===== config.mk =====
export PLATFORM = sky130hd
export DESIGN_NAME = bitset_engine
export DESIGN_NICKNAME = d
export VERILOG_FILES = /design/src/sv/bse_pkg.sv /design/src/sv/bse_controller.sv /design/src/sv/bse_datapath.sv /design/src/sv/bitset_engine.sv
export SDC_FILE = /design/constraint.sdc
export NUM_CORES = 2
export LEC_CHECK = 0
export ABC_AREA = 1
export BUFFER_PORTS_ARGS = -buffer_cell sky130_fd_sc_hd__buf_2
export CAP_MARGIN = 15
export CORE_AREA = 2 2 332 334
export DETAILED_ROUTE_END_ITERATION = 8
export DIE_AREA = 0 0 334 336
export GPL_TIMING_DRIVEN = 0
export PLACE_DENSITY_LB_ADDON = 0.3
export SKIP_CTS_REPAIR_TIMING = 1
export SLEW_MARGIN = 20
export SYNTH_ARGS = -nofsm -noshare
export SYNTH_HDL_FRONTEND = slang
export SYNTH_SLANG_ARGS = --single-unit
export TNS_END_PERCENT = 10

===== constraint.sdc =====
create_clock -name clock -period 9.8 [get_ports clock]
set_input_delay 0.49 -clock clock [delete_from_list [all_inputs] [get_ports clock]]
set_output_delay 0.49 -clock clock [all_outputs]
set_load 0.01 [all_outputs]

===== src/sv/bse_pkg.sv =====
// ----------------------------------------------------------------------------
// bse_pkg
// Shared types and sizes for the bitset engine: request codes, controller
// states and the command and status words between controller and datapath.
// ----------------------------------------------------------------------------
`default_nettype none

package bse_pkg;

   localparam int CAPACITY_BITS = 1024;
   localparam int WORD_BITS     = 32;
   localparam int NUM_WORDS     = (CAPACITY_BITS + WORD_BITS - 1) / WORD_BITS;
   localparam int WORD_ADDR_W   = $clog2(NUM_WORDS);
   localparam int WORD_SHIFT    = $clog2(WORD_BITS);
   localparam int USED_W        = $clog2(NUM_WORDS + 1);
   localparam int LEN_W         = 11;
   localparam int BIT_IDX_W     = 10;
   localparam int POP_W         = $clog2(WORD_BITS + 1);

   typedef enum logic [3:0] {
      OP_SET    = 4'd0,
      OP_GET    = 4'd1,
      OP_CLEAR  = 4'd2,
      OP_INVERT = 4'd3,
      OP_FIND   = 4'd4,
      OP_COUNT  = 4'd5,
      OP_EMPTY  = 4'd6,
      OP_OR     = 4'd7,
      OP_AND    = 4'd8,
      OP_SUB    = 4'd9,
      OP_COPY   = 4'd10,
      OP_EQUAL  = 4'd11
   } op_type;

   typedef enum logic [2:0] {
      ST_IDLE,
      ST_DECODE,
      ST_SCAN,
      ST_TAIL,
      ST_FINISH
   } state_type;

   typedef struct packed {
      logic capture;
      logic rd_en;
      logic clear_all;
      logic finish;
   } cmd_type;

   typedef struct packed {
      logic early_done;
      logic is_clear;
      logic scan_last;
   } stat_type;

endpackage

`default_nettype wire


===== src/sv/bse_controller.sv =====
// ----------------------------------------------------------------------------
// bse_controller
// Sequencer for the bitset engine: takes a request word, walks the datapath
// through decode, word reads and the final result load.
// ----------------------------------------------------------------------------
`default_nettype none

module bse_controller (
   input  logic              clock,
   input  logic              reset,
   input  logic              start,
   output logic              busy,
   input  bse_pkg::stat_type stat,
   output bse_pkg::cmd_type  cmd
);
   import bse_pkg::*;

   state_type state_ff;
   state_type state_in;

   always_ff @(posedge clock) begin
      if (reset) begin
         state_ff <= ST_IDLE;
      end else begin
         state_ff <= state_in;
      end
   end

   always_comb begin
      state_in      = state_ff;
      cmd           = '0;
      busy          = 1'b1;
      unique case (state_ff)
         ST_IDLE: begin
            busy = 1'b0;
            if (start) begin
               cmd.capture = 1'b1;
               state_in    = ST_DECODE;
            end
         end
         ST_DECODE: begin
            if (stat.is_clear) begin
               cmd.clear_all = 1'b1;
               state_in      = ST_FINISH;
            end else if (stat.early_done) begin
               state_in = ST_FINISH;
            end else begin
               cmd.rd_en = 1'b1;
               state_in  = stat.scan_last ? ST_TAIL : ST_SCAN;
            end
         end
         ST_SCAN: begin
            cmd.rd_en = 1'b1;
            if (stat.scan_last) begin
               state_in = ST_TAIL;
            end
         end
         ST_TAIL: begin
            // last word returns and is applied this cycle
            state_in = ST_FINISH;
         end
         ST_FINISH: begin
            cmd.finish = 1'b1;
            state_in   = ST_IDLE;
         end
         default: begin
            state_in = ST_IDLE;
         end
      endcase
   end

endmodule

`default_nettype wire


===== src/sv/bse_datapath.sv =====
// ----------------------------------------------------------------------------
// bse_datapath
// Word store, request registers, length tracking, per-word evaluation and
// result registers of the bitset engine.
// ----------------------------------------------------------------------------
`default_nettype none

module bse_datapath (
   input  logic                      clock,
   input  logic                      reset,
   input  logic                      csr_write_enable,
   input  logic [bse_pkg::LEN_W-1:0] csr_write_data,
   input  logic [3:0]                req_type,
   input  logic [bse_pkg::BIT_IDX_W-1:0] req_bit_index,
   input  logic                      req_bit_value,
   input  logic [bse_pkg::WORD_ADDR_W-1:0] req_word_index,
   input  logic [bse_pkg::WORD_BITS-1:0] req_source_word,
   input  bse_pkg::cmd_type          cmd,
   output bse_pkg::stat_type         stat,
   output logic                      rsp_valid,
   output logic                      rsp_status,
   output logic                      rsp_read_bit,
   output logic                      rsp_found,
   output logic [bse_pkg::BIT_IDX_W-1:0] rsp_position,
   output logic [bse_pkg::LEN_W-1:0] rsp_ones_count,
   output logic                      rsp_flag
);
   import bse_pkg::*;

   function automatic logic [POP_W-1:0] popcount32(input logic [WORD_BITS-1:0] v);
      logic [WORD_BITS-1:0] c;
      c = (v & 32'h55555555) + ((v >> 1) & 32'h55555555);
      c = (c & 32'h33333333) + ((c >> 2) & 32'h33333333);
      c = (c & 32'h0F0F0F0F) + ((c >> 4) & 32'h0F0F0F0F);
      c = (c & 32'h00FF00FF) + ((c >> 8) & 32'h00FF00FF);
      c = (c & 32'h0000FFFF) + ((c >> 16) & 32'h0000FFFF);
      return c[POP_W-1:0];
   endfunction

   // request registers
   logic [3:0]             op_ff;
   logic [BIT_IDX_W-1:0]   bit_ff;
   logic                   val_ff;
   logic [WORD_ADDR_W-1:0] widx_ff;
   logic [WORD_BITS-1:0]   src_ff;
   logic [WORD_ADDR_W-1:0] ptr_ff;
   logic [WORD_ADDR_W-1:0] ptr_start;

   // length state
   logic [LEN_W-1:0]       base_ff;
   logic [LEN_W-1:0]       grown_ff;
   logic [LEN_W-1:0]       base_cl;
   logic [LEN_W-1:0]       len;
   logic [LEN_W:0]         len_round;
   logic [USED_W-1:0]      used;
   logic [USED_W-1:0]      used_m1;
   logic [WORD_ADDR_W-1:0] end_ptr;

   // store and read stage
   logic [WORD_BITS-1:0]   mem [NUM_WORDS];
   logic [NUM_WORDS-1:0]   valid_ff;
   logic [WORD_BITS-1:0]   rd_data_ff;
   logic                   rd_vld_ff;
   logic [WORD_ADDR_W-1:0] rd_addr_ff;
   logic                   pend_ff;
   logic [WORD_BITS-1:0]   word;
   logic                   wr_en;
   logic [WORD_BITS-1:0]   wr_data;
   logic [WORD_BITS-1:0]   bit_mask;

   // find
   logic [WORD_BITS-1:0]   low_mask;
   logic [WORD_BITS-1:0]   len_mask;
   logic [WORD_BITS-1:0]   hit_bits;
   logic [WORD_SHIFT-1:0]  hit_idx;
   logic [USED_W-1:0]      len_word;

   // accumulators
   logic                   rbit_ff;
   logic                   found_ff;
   logic [BIT_IDX_W-1:0]   pos_ff;
   logic [LEN_W-1:0]       cnt_ff;
   logic                   nz_ff;
   logic                   eq_ff;

   // early decisions
   logic                   is_word_op;
   logic                   bit_past_len;
   logic                   refuse;
   logic                   skip;

   // result registers
   logic                   rsp_valid_ff;
   logic                   rsp_status_ff;
   logic                   rsp_read_bit_ff;
   logic                   rsp_found_ff;
   logic [BIT_IDX_W-1:0]   rsp_position_ff;
   logic [LEN_W-1:0]       rsp_ones_count_ff;
   logic                   rsp_flag_ff;

   // effective length and words in use
   always_comb begin
      base_cl   = (base_ff > LEN_W'(CAPACITY_BITS)) ? LEN_W'(CAPACITY_BITS) : base_ff;
      len       = (base_cl > grown_ff) ? base_cl : grown_ff;
      len_round = {1'b0, len} + (LEN_W+1)'(WORD_BITS - 1);
      used      = USED_W'(len_round >> WORD_SHIFT);
      used_m1   = used - USED_W'(1);
      len_word  = USED_W'(len >> WORD_SHIFT);
   end

   always_comb begin
      unique case (req_type)
         OP_SET, OP_GET, OP_FIND:
            ptr_start = req_bit_index[BIT_IDX_W-1:WORD_SHIFT];
         OP_OR, OP_AND, OP_SUB, OP_COPY, OP_EQUAL:
            ptr_start = req_word_index;
         default:
            ptr_start = '0;
      endcase
   end

   always_comb begin
      unique case (op_ff)
         OP_INVERT, OP_FIND: end_ptr = used_m1[WORD_ADDR_W-1:0];
         OP_COUNT, OP_EMPTY: end_ptr = WORD_ADDR_W'(NUM_WORDS - 1);
         default:            end_ptr = ptr_ff;
      endcase
   end

   always_comb begin
      is_word_op   = (op_ff >= OP_OR) && (op_ff <= OP_EQUAL);
      bit_past_len = {1'b0, bit_ff} >= len;
      refuse = (op_ff > OP_EQUAL)
             || ((op_ff == OP_SET) && ({1'b0, bit_ff} >= LEN_W'(CAPACITY_BITS)))
             || ((op_ff == OP_GET) && bit_past_len)
             || (is_word_op && ({1'b0, widx_ff} >= used));
      skip   = ((op_ff == OP_FIND) && bit_past_len)
             || ((op_ff == OP_INVERT) && (used == '0));
      stat.early_done = refuse || skip;
      stat.is_clear   = (op_ff == OP_CLEAR);
      stat.scan_last  = (ptr_ff == end_ptr);
   end

   // configuration
   always_ff @(posedge clock) begin
      if (reset) begin
         base_ff <= LEN_W'(CAPACITY_BITS);
      end else if (csr_write_enable) begin
         base_ff <= csr_write_data;
      end
   end

   // capture the request, advance the read pointer
   always_ff @(posedge clock) begin
      if (cmd.capture) begin
         op_ff   <= req_type;
         bit_ff  <= req_bit_index;
         val_ff  <= req_bit_value;
         widx_ff <= req_word_index;
         src_ff  <= req_source_word;
         ptr_ff  <= ptr_start;
      end else if (cmd.rd_en) begin
         ptr_ff  <= ptr_ff + WORD_ADDR_W'(1);
      end
   end

   // store: one write and one registered read per cycle
   always_ff @(posedge clock) begin
      if (wr_en) begin
         mem[rd_addr_ff] <= wr_data;
      end
      if (cmd.rd_en) begin
         rd_data_ff <= mem[ptr_ff];
         rd_vld_ff  <= valid_ff[ptr_ff];
         rd_addr_ff <= ptr_ff;
      end
   end

   // a word never written since reset or clear reads as zero
   always_ff @(posedge clock) begin
      if (reset) begin
         valid_ff <= '0;
         pend_ff  <= 1'b0;
      end else begin
         pend_ff <= cmd.rd_en;
         if (cmd.clear_all) begin
            valid_ff <= '0;
         end else if (wr_en) begin
            valid_ff[rd_addr_ff] <= 1'b1;
         end
      end
   end

   // apply the returned word
   always_comb begin
      word     = rd_vld_ff ? rd_data_ff : '0;
      bit_mask = WORD_BITS'(1) << bit_ff[WORD_SHIFT-1:0];
      wr_en    = 1'b0;
      wr_data  = word;
      if (pend_ff) begin
         case (op_ff)
            OP_SET: begin
               wr_en   = 1'b1;
               wr_data = val_ff ? (word | bit_mask) : (word & ~bit_mask);
            end
            OP_INVERT: begin
               wr_en   = 1'b1;
               wr_data = ~word;
            end
            OP_OR: begin
               wr_en   = 1'b1;
               wr_data = word | src_ff;
            end
            OP_AND: begin
               wr_en   = 1'b1;
               wr_data = word & src_ff;
            end
            OP_SUB: begin
               wr_en   = 1'b1;
               wr_data = word & ~src_ff;
            end
            OP_COPY: begin
               wr_en   = 1'b1;
               wr_data = src_ff;
            end
            default: begin
               wr_en = 1'b0;
            end
         endcase
      end
   end

   // find: mask off bits before the start and at or past the length
   always_comb begin
      low_mask = (rd_addr_ff == bit_ff[BIT_IDX_W-1:WORD_SHIFT])
               ? ({WORD_BITS{1'b1}} << bit_ff[WORD_SHIFT-1:0]) : {WORD_BITS{1'b1}};
      if ({1'b0, rd_addr_ff} < len_word) begin
         len_mask = {WORD_BITS{1'b1}};
      end else if ({1'b0, rd_addr_ff} == len_word) begin
         len_mask = ~({WORD_BITS{1'b1}} << len[WORD_SHIFT-1:0]);
      end else begin
         len_mask = '0;
      end
      hit_bits = word & low_mask & len_mask;
      hit_idx  = '0;
      for (int i = WORD_BITS - 1; i >= 0; i--) begin
         if (hit_bits[i]) begin
            hit_idx = WORD_SHIFT'(i);
         end
      end
   end

   always_ff @(posedge clock) begin
      if (cmd.capture) begin
         rbit_ff  <= 1'b0;
         found_ff <= 1'b0;
         pos_ff   <= '0;
         cnt_ff   <= '0;
         nz_ff    <= 1'b0;
         eq_ff    <= 1'b0;
      end else if (pend_ff) begin
         case (op_ff)
            OP_GET:   rbit_ff <= word[bit_ff[WORD_SHIFT-1:0]];
            OP_FIND: begin
               if (!found_ff && (hit_bits != '0)) begin
                  found_ff <= 1'b1;
                  pos_ff   <= {rd_addr_ff, hit_idx};
               end
            end
            OP_COUNT: cnt_ff <= cnt_ff + LEN_W'(popcount32(word));
            OP_EMPTY: nz_ff  <= nz_ff | (word != '0);
            OP_EQUAL: eq_ff  <= (word == src_ff);
            default:  eq_ff  <= eq_ff;
         endcase
      end
   end

   // grow the length on a set at or past it
   always_ff @(posedge clock) begin
      if (reset) begin
         grown_ff <= '0;
      end else if (pend_ff && (op_ff == OP_SET) && bit_past_len) begin
         grown_ff <= {1'b0, bit_ff} + LEN_W'(1);
      end
   end

   // result word
   always_ff @(posedge clock) begin
      if (reset) begin
         rsp_valid_ff <= 1'b0;
      end else begin
         rsp_valid_ff <= cmd.finish;
      end
   end

   always_ff @(posedge clock) begin
      if (cmd.finish) begin
         rsp_status_ff     <= refuse;
         rsp_read_bit_ff   <= rbit_ff;
         rsp_found_ff      <= found_ff;
         rsp_position_ff   <= pos_ff;
         rsp_ones_count_ff <= cnt_ff;
         rsp_flag_ff       <= (op_ff == OP_EMPTY) ? ~nz_ff : eq_ff;
      end
   end

   assign rsp_valid      = rsp_valid_ff;
   assign rsp_status     = rsp_status_ff;
   assign rsp_read_bit   = rsp_read_bit_ff;
   assign rsp_found      = rsp_found_ff;
   assign rsp_position   = rsp_position_ff;
   assign rsp_ones_count = rsp_ones_count_ff;
   assign rsp_flag       = rsp_flag_ff;

endmodule

`default_nettype wire


===== src/sv/bitset_engine.sv =====
// ----------------------------------------------------------------------------
// bitset_engine
// A 1024-bit set held as 32 words of 32 bits, with bit set and read, clear,
// invert, find-next-set, popcount, empty test and word-wise source operations.
// ----------------------------------------------------------------------------
// Use:
//   Drive the request fields and raise start while busy is low; the word is
//   taken at that edge and busy rises until the result has been loaded.
//   Each request gives one result word, shown for a single cycle with
//   rsp_valid high. The receiver cannot stall: take it in that cycle.
//   Steps: capture, decode, the word reads, applying the last word and
//   loading the result; the result shows the cycle after that. Words read:
//     refused, skipped or clear-all requests: no word is read
//     set, get and word operations:            one word
//     invert and find: the words walked (up to 32)
//     count and empty: always every stored word
//   A new start is taken in the cycle rsp_valid is shown. The walk over the
//   word store reads one word a cycle.
//   Reset clears the store (a valid bit per word; unwritten words read zero),
//   the grown length, and sets the base length to 1024. Write the base
//   length only while busy is low.
// ----------------------------------------------------------------------------
`default_nettype none

module bitset_engine (
   input  logic                             clock,
   input  logic                             reset,
   input  logic                             start,
   output logic                             busy,
   input  logic [3:0]                       req_type,
   input  logic [bse_pkg::BIT_IDX_W-1:0]    req_bit_index,
   input  logic                             req_bit_value,
   input  logic [bse_pkg::WORD_ADDR_W-1:0]  req_word_index,
   input  logic [bse_pkg::WORD_BITS-1:0]    req_source_word,
   input  logic                             csr_write_enable,
   input  logic [bse_pkg::LEN_W-1:0]        csr_write_data,
   output logic                             rsp_valid,
   output logic                             rsp_status,
   output logic                             rsp_read_bit,
   output logic                             rsp_found,
   output logic [bse_pkg::BIT_IDX_W-1:0]    rsp_position,
   output logic [bse_pkg::LEN_W-1:0]        rsp_ones_count,
   output logic                             rsp_flag
);
   import bse_pkg::*;

   // command and status between sequencer and datapath
   cmd_type  cmd;
   stat_type stat;

   // sequencer: decode, walk the words, load the result
   bse_controller u_ctrl (
      .clock (clock),
      .reset (reset),
      .start (start),
      .busy  (busy),
      .stat  (stat),
      .cmd   (cmd)
   );

   // store, length tracking, per-word evaluation and result registers
   bse_datapath u_dp (
      .clock            (clock),
      .reset            (reset),
      .csr_write_enable (csr_write_enable),
      .csr_write_data   (csr_write_data),
      .req_type         (req_type),
      .req_bit_index    (req_bit_index),
      .req_bit_value    (req_bit_value),
      .req_word_index   (req_word_index),
      .req_source_word  (req_source_word),
      .cmd              (cmd),
      .stat             (stat),
      .rsp_valid        (rsp_valid),
      .rsp_status       (rsp_status),
      .rsp_read_bit     (rsp_read_bit),
      .rsp_found        (rsp_found),
      .rsp_position     (rsp_position),
      .rsp_ones_count   (rsp_ones_count),
      .rsp_flag         (rsp_flag)
   );

endmodule

`default_nettype wire

==> qor.yml <==
power_and_ir_drop:
  power_frac_comb: 0.499
  ir_drop_mv: 0.805
  intPower_uw: 12800
  p_switching_uw: 10200
  seqPwrFrac: 0.299
  power_leakage_uw: 0.0219
  clkPwrFrac: 0.201
  swShare: 0.444
  p_per_area_nw_per_um2: 364
  power_uw: 23000
worst_setup_path:
  r2r_slack_ns: 2.72
  reg2reg_depth: 27
  r2r-end: "u_dp.cnt_ff[10]"
  rr_startpoint: "u_dp.rd_vld_ff"
  startpoint_type: "register"
  critPathKind: "register to register"
  critPathCapture: "u_dp.cnt_ff[10]"
  crit_start: "u_dp.rd_vld_ff"
  cp.required_ns: 10.44
  cp_max_fo: 10
  worstPathArrival_ns: 7.73
  crit_path_end_kind: "register"
timing:
  min_period_over_period: 0.723
  rsz0062_at_grt: "false"
  fin_crit_ns: 7.08
  relSlewSlack: 0.169
  tightest_slew_ns: 1.25
  hold_viol_final: 0
  setup-violations-final: 0
  slew_viol_final: 0
  finalClockSkew_ns: 0.0789
  setup_tns_ns: 0
  fmax_mhz: 141
place:
  dp_hpwl_um: 139000
  port_buffers: 92
  place_congestion: 1.05
synthesis:
  synth_top_flop_cell: "edfxtp_1"
  ys_seq_area_frac: 0.669
  synth_cell_type_count: 66
  syn_area_per_cell_um2: 11.6
  ys_ff_latch: 1228
  synth_top_area_cell: "edfxtp_1"
  syn-num-nets: 4855
  yosysTopAreaCellShare: 0.638
  synthTopCellsByArea: "edfxtp_1 (64%), o21ai_0 (6.3%), nor2_1 (5.3%), ha_1 (3.3%), dfxtp_1 (3.1%)"
  syn_area_um2: 53800
  ys_async_sr_fraction: 0
  synth.most_common_cell: "edfxtp_1"
  synth_common_cells: "edfxtp_1 (1,144), nor2_1 (764), o21ai_0 (677)"
  synth_edf_count: 1144
  synth_warnings: 0
  syn_inst: 4628
final_layout:
  fill_cells: 8781
  nNetsFinal: 5199
  area.growth.synth_to_final_pct: 17.2
  drive_above_1_share: 0.0917
clock_tree:
  cts_max_level: 3
  insertion_delay_ns: 0.76
  clk_pin_slew_ns: 0.07
  cts_tree: "built"
  numClockSinks: 1228
  cts_made_buffers: 121
  clock_tree.buffer_depth: 3
  clk_root_buffer_cell: "clkbuf_16"
routing:
  viasPerCell: 6.28
  vias: 40767
  ant_nets: 0
  drtIter0Drc: 6013
  maxUsedRoutingLayer: "met5"
  wl_um: 192000
  wl_met3_um: 21100
  drt-wirelength-per-cell_um: 29.5
  drt_first_pass_iters: 7
  drcViolationCount: 0
  met1_length_um: 71800
  wl_met2_um: 84300
die:
  core_um2: 108000
  placementRows: 121
  die_w_um: 334
  dieArea_um2: 112000
  die_h_um: 336
  start_util: 0.497
  ios: 94
global_route:
  grt_antenna_before_repair: 4
  grt_use_total: 0.336
  overflow: 0
  grt_pass1_vias: 38105
  grt_pass1_wl_um: 269000
  grt_max_degree: 40
min_path:
  hp-class: "input port to register"
flow_run:
  drv_cap: 0
status:
  status: "complete, no violations"
[how the worst min path moves through the flow]
stage	startpoint	end	slack (ns)	cells after the start
global route	req_source_word[29]	u_dp.src_ff[29]	0.0004	1
floorplan	u_dp.pos_ff[5]	u_dp.rsp_position[5]	0.40	0
global placement	u_dp.pos_ff[1]	u_dp.rsp_position[1]	0.41	0
detailed placement	u_dp.pos_ff[6]	u_dp.rsp_position[6]	0.41	0
CTS	req_source_word[13]	u_dp.src_ff[13]	-0.09	1
finish	csr_write_enable	u_dp.base_ff[10]	0.01	2
[cells by family after synthesis]
family	after synthesis	synth area share
adders and majority gates	160	0.0394
muxes	1	0.000186
buffers and inverters	543	0.0382
xor gates and xnor gates	66	0.0107
and+or+nand+nor	1399	0.108
DFF	1228	0.669
AOI/OAI and AO/OA	1231	0.134
[final cells by class]
cell class	instances	area, um2	area share
inverter	269	1010	0.0161
antenna	2	5.00	0.0000793
multi-input combinational	2857	16400	0.261
tap	1414	1770	0.0280
sequential	1228	36000	0.571
clock buffer	180	3460	0.0548
buffer	274	1050	0.0167
timing repair buffer	221	2810	0.0445
clock inverter	43	488	0.00774
[worst max-delay path: stages, from the launching register on]
cell and delay (ns):
edfxtp_1 0.43, clkbuf_1 0.39, clkbuf_1 0.35, buf_1 0.39
nand2_1 0.52, ha_1 0.47, ha_1 0.20, fa_1 0.59
fa_1 0.48, fa_1 0.45, xor2_1 0.18, ha_1 0.33
a21oi_1 0.15, inv_1 0.05, a31oi_1 0.21, xor2_1 0.17
inv_1 0.06, ha_1 0.32, a21oi_1 0.14, inv_1 0.05
a31oi_1 0.21, nor2_1 0.06, o21ai_0 0.15, nand2_1 0.11
nand2_1 0.11, nor3_1 0.09, and3_1 0.15, nor3_1 0.15
[power groups by stage]
stage               Combinational (uW)  Sequential, uW  Clock [uW]
floorplan                         6400            6980           0
global placement                 10300            7180           0
detailed placement               11100            6980           0
CTS                              11200            6870        4630
global route                     12200            6890        4830
finish                           11500            6880        4630
[placed cells by master (no fill, tap or decap), types with 16 or more instances in the layout]
cell / Yosys / final
edfxtp_1: 1144 / 1144
nor2_1: 764 / 732
o21ai_0: 677 / 659
nand2_1: 374 / 374
clkbuf_1: 253 / 293
inv_1: 249 / 248
o22ai_1: 185 / 185
ha_1: 144 / 144
o221ai_1: 141 / 134
clkbuf_16: 0 / 129
nand3_1: 117 / 117
a21oi_1: 118 / 116
buf_2: 2 / 94
dfxtp_1: 84 / 84
dlygate4sd3_1: 0 / 50
nand4_1: 47 / 47
xor2_1: 44 / 44
buf_16: 0 / 43
nor3_1: 40 / 38
nor2_4: 3 / 35
buf_12: 0 / 30
o211ai_1: 28 / 28
xnor2_1: 22 / 22
clkinv_1: 5 / 21
a31oi_1: 21 / 21
o21ai_4: 0 / 18
buf_1: 17 / 17
fa_1: 16 / 16
[stage by stage]
| stage | util | hold WS [ns] | area [um2] | cells | setup WS [ns] |
|---|---|---|---|---|---|
| 4_1_cts | 0.577 | -0.0871 | 62600 | 6436 | 2.81 |
| 5_1_grt | 0.582 | 0.000438 | 63100 | 6486 | 2.18 |
| 6_report | 0.582 | 0.0126 | 63100 | 6488 | 2.72 |
| 3_5_place_dp | 0.541 | 0.414 | 58600 | 6213 | 2.83 |
| 3_3_place_gp | 0.517 | 0.413 | 56100 | 6134 | 2.13 |
| 2_1_floorplan | - | 0.403 | 53800 | 4628 | 3.95 |
[sequential cells by signal, indices dropped and copies added, names as in the netlist, 3 cells and up]
name                 count
u_dp.mem              1024
u_dp.rd_data_ff         32
u_dp.src_ff             32
u_dp.valid_ff           32
u_dp.base_ff            11
u_dp.cnt_ff             11
u_dp.grown_ff           11
u_dp.rsp_ones_count     11
u_dp.bit_ff             10
u_dp.pos_ff             10
u_dp.rsp_position       10
u_dp.ptr_ff              5
u_dp.rd_addr_ff          5
u_dp.widx_ff             5
u_dp.op_ff               4
u_ctrl.state_ff          3
[metal layers]
layer	vias up	global-route usage
met4	4	0.209
met2	2759	0.512
met3	565	0.0644
li1	17654	-
met1	19785	0.447
met5	-	0
(Power assumes the default switching activity.)
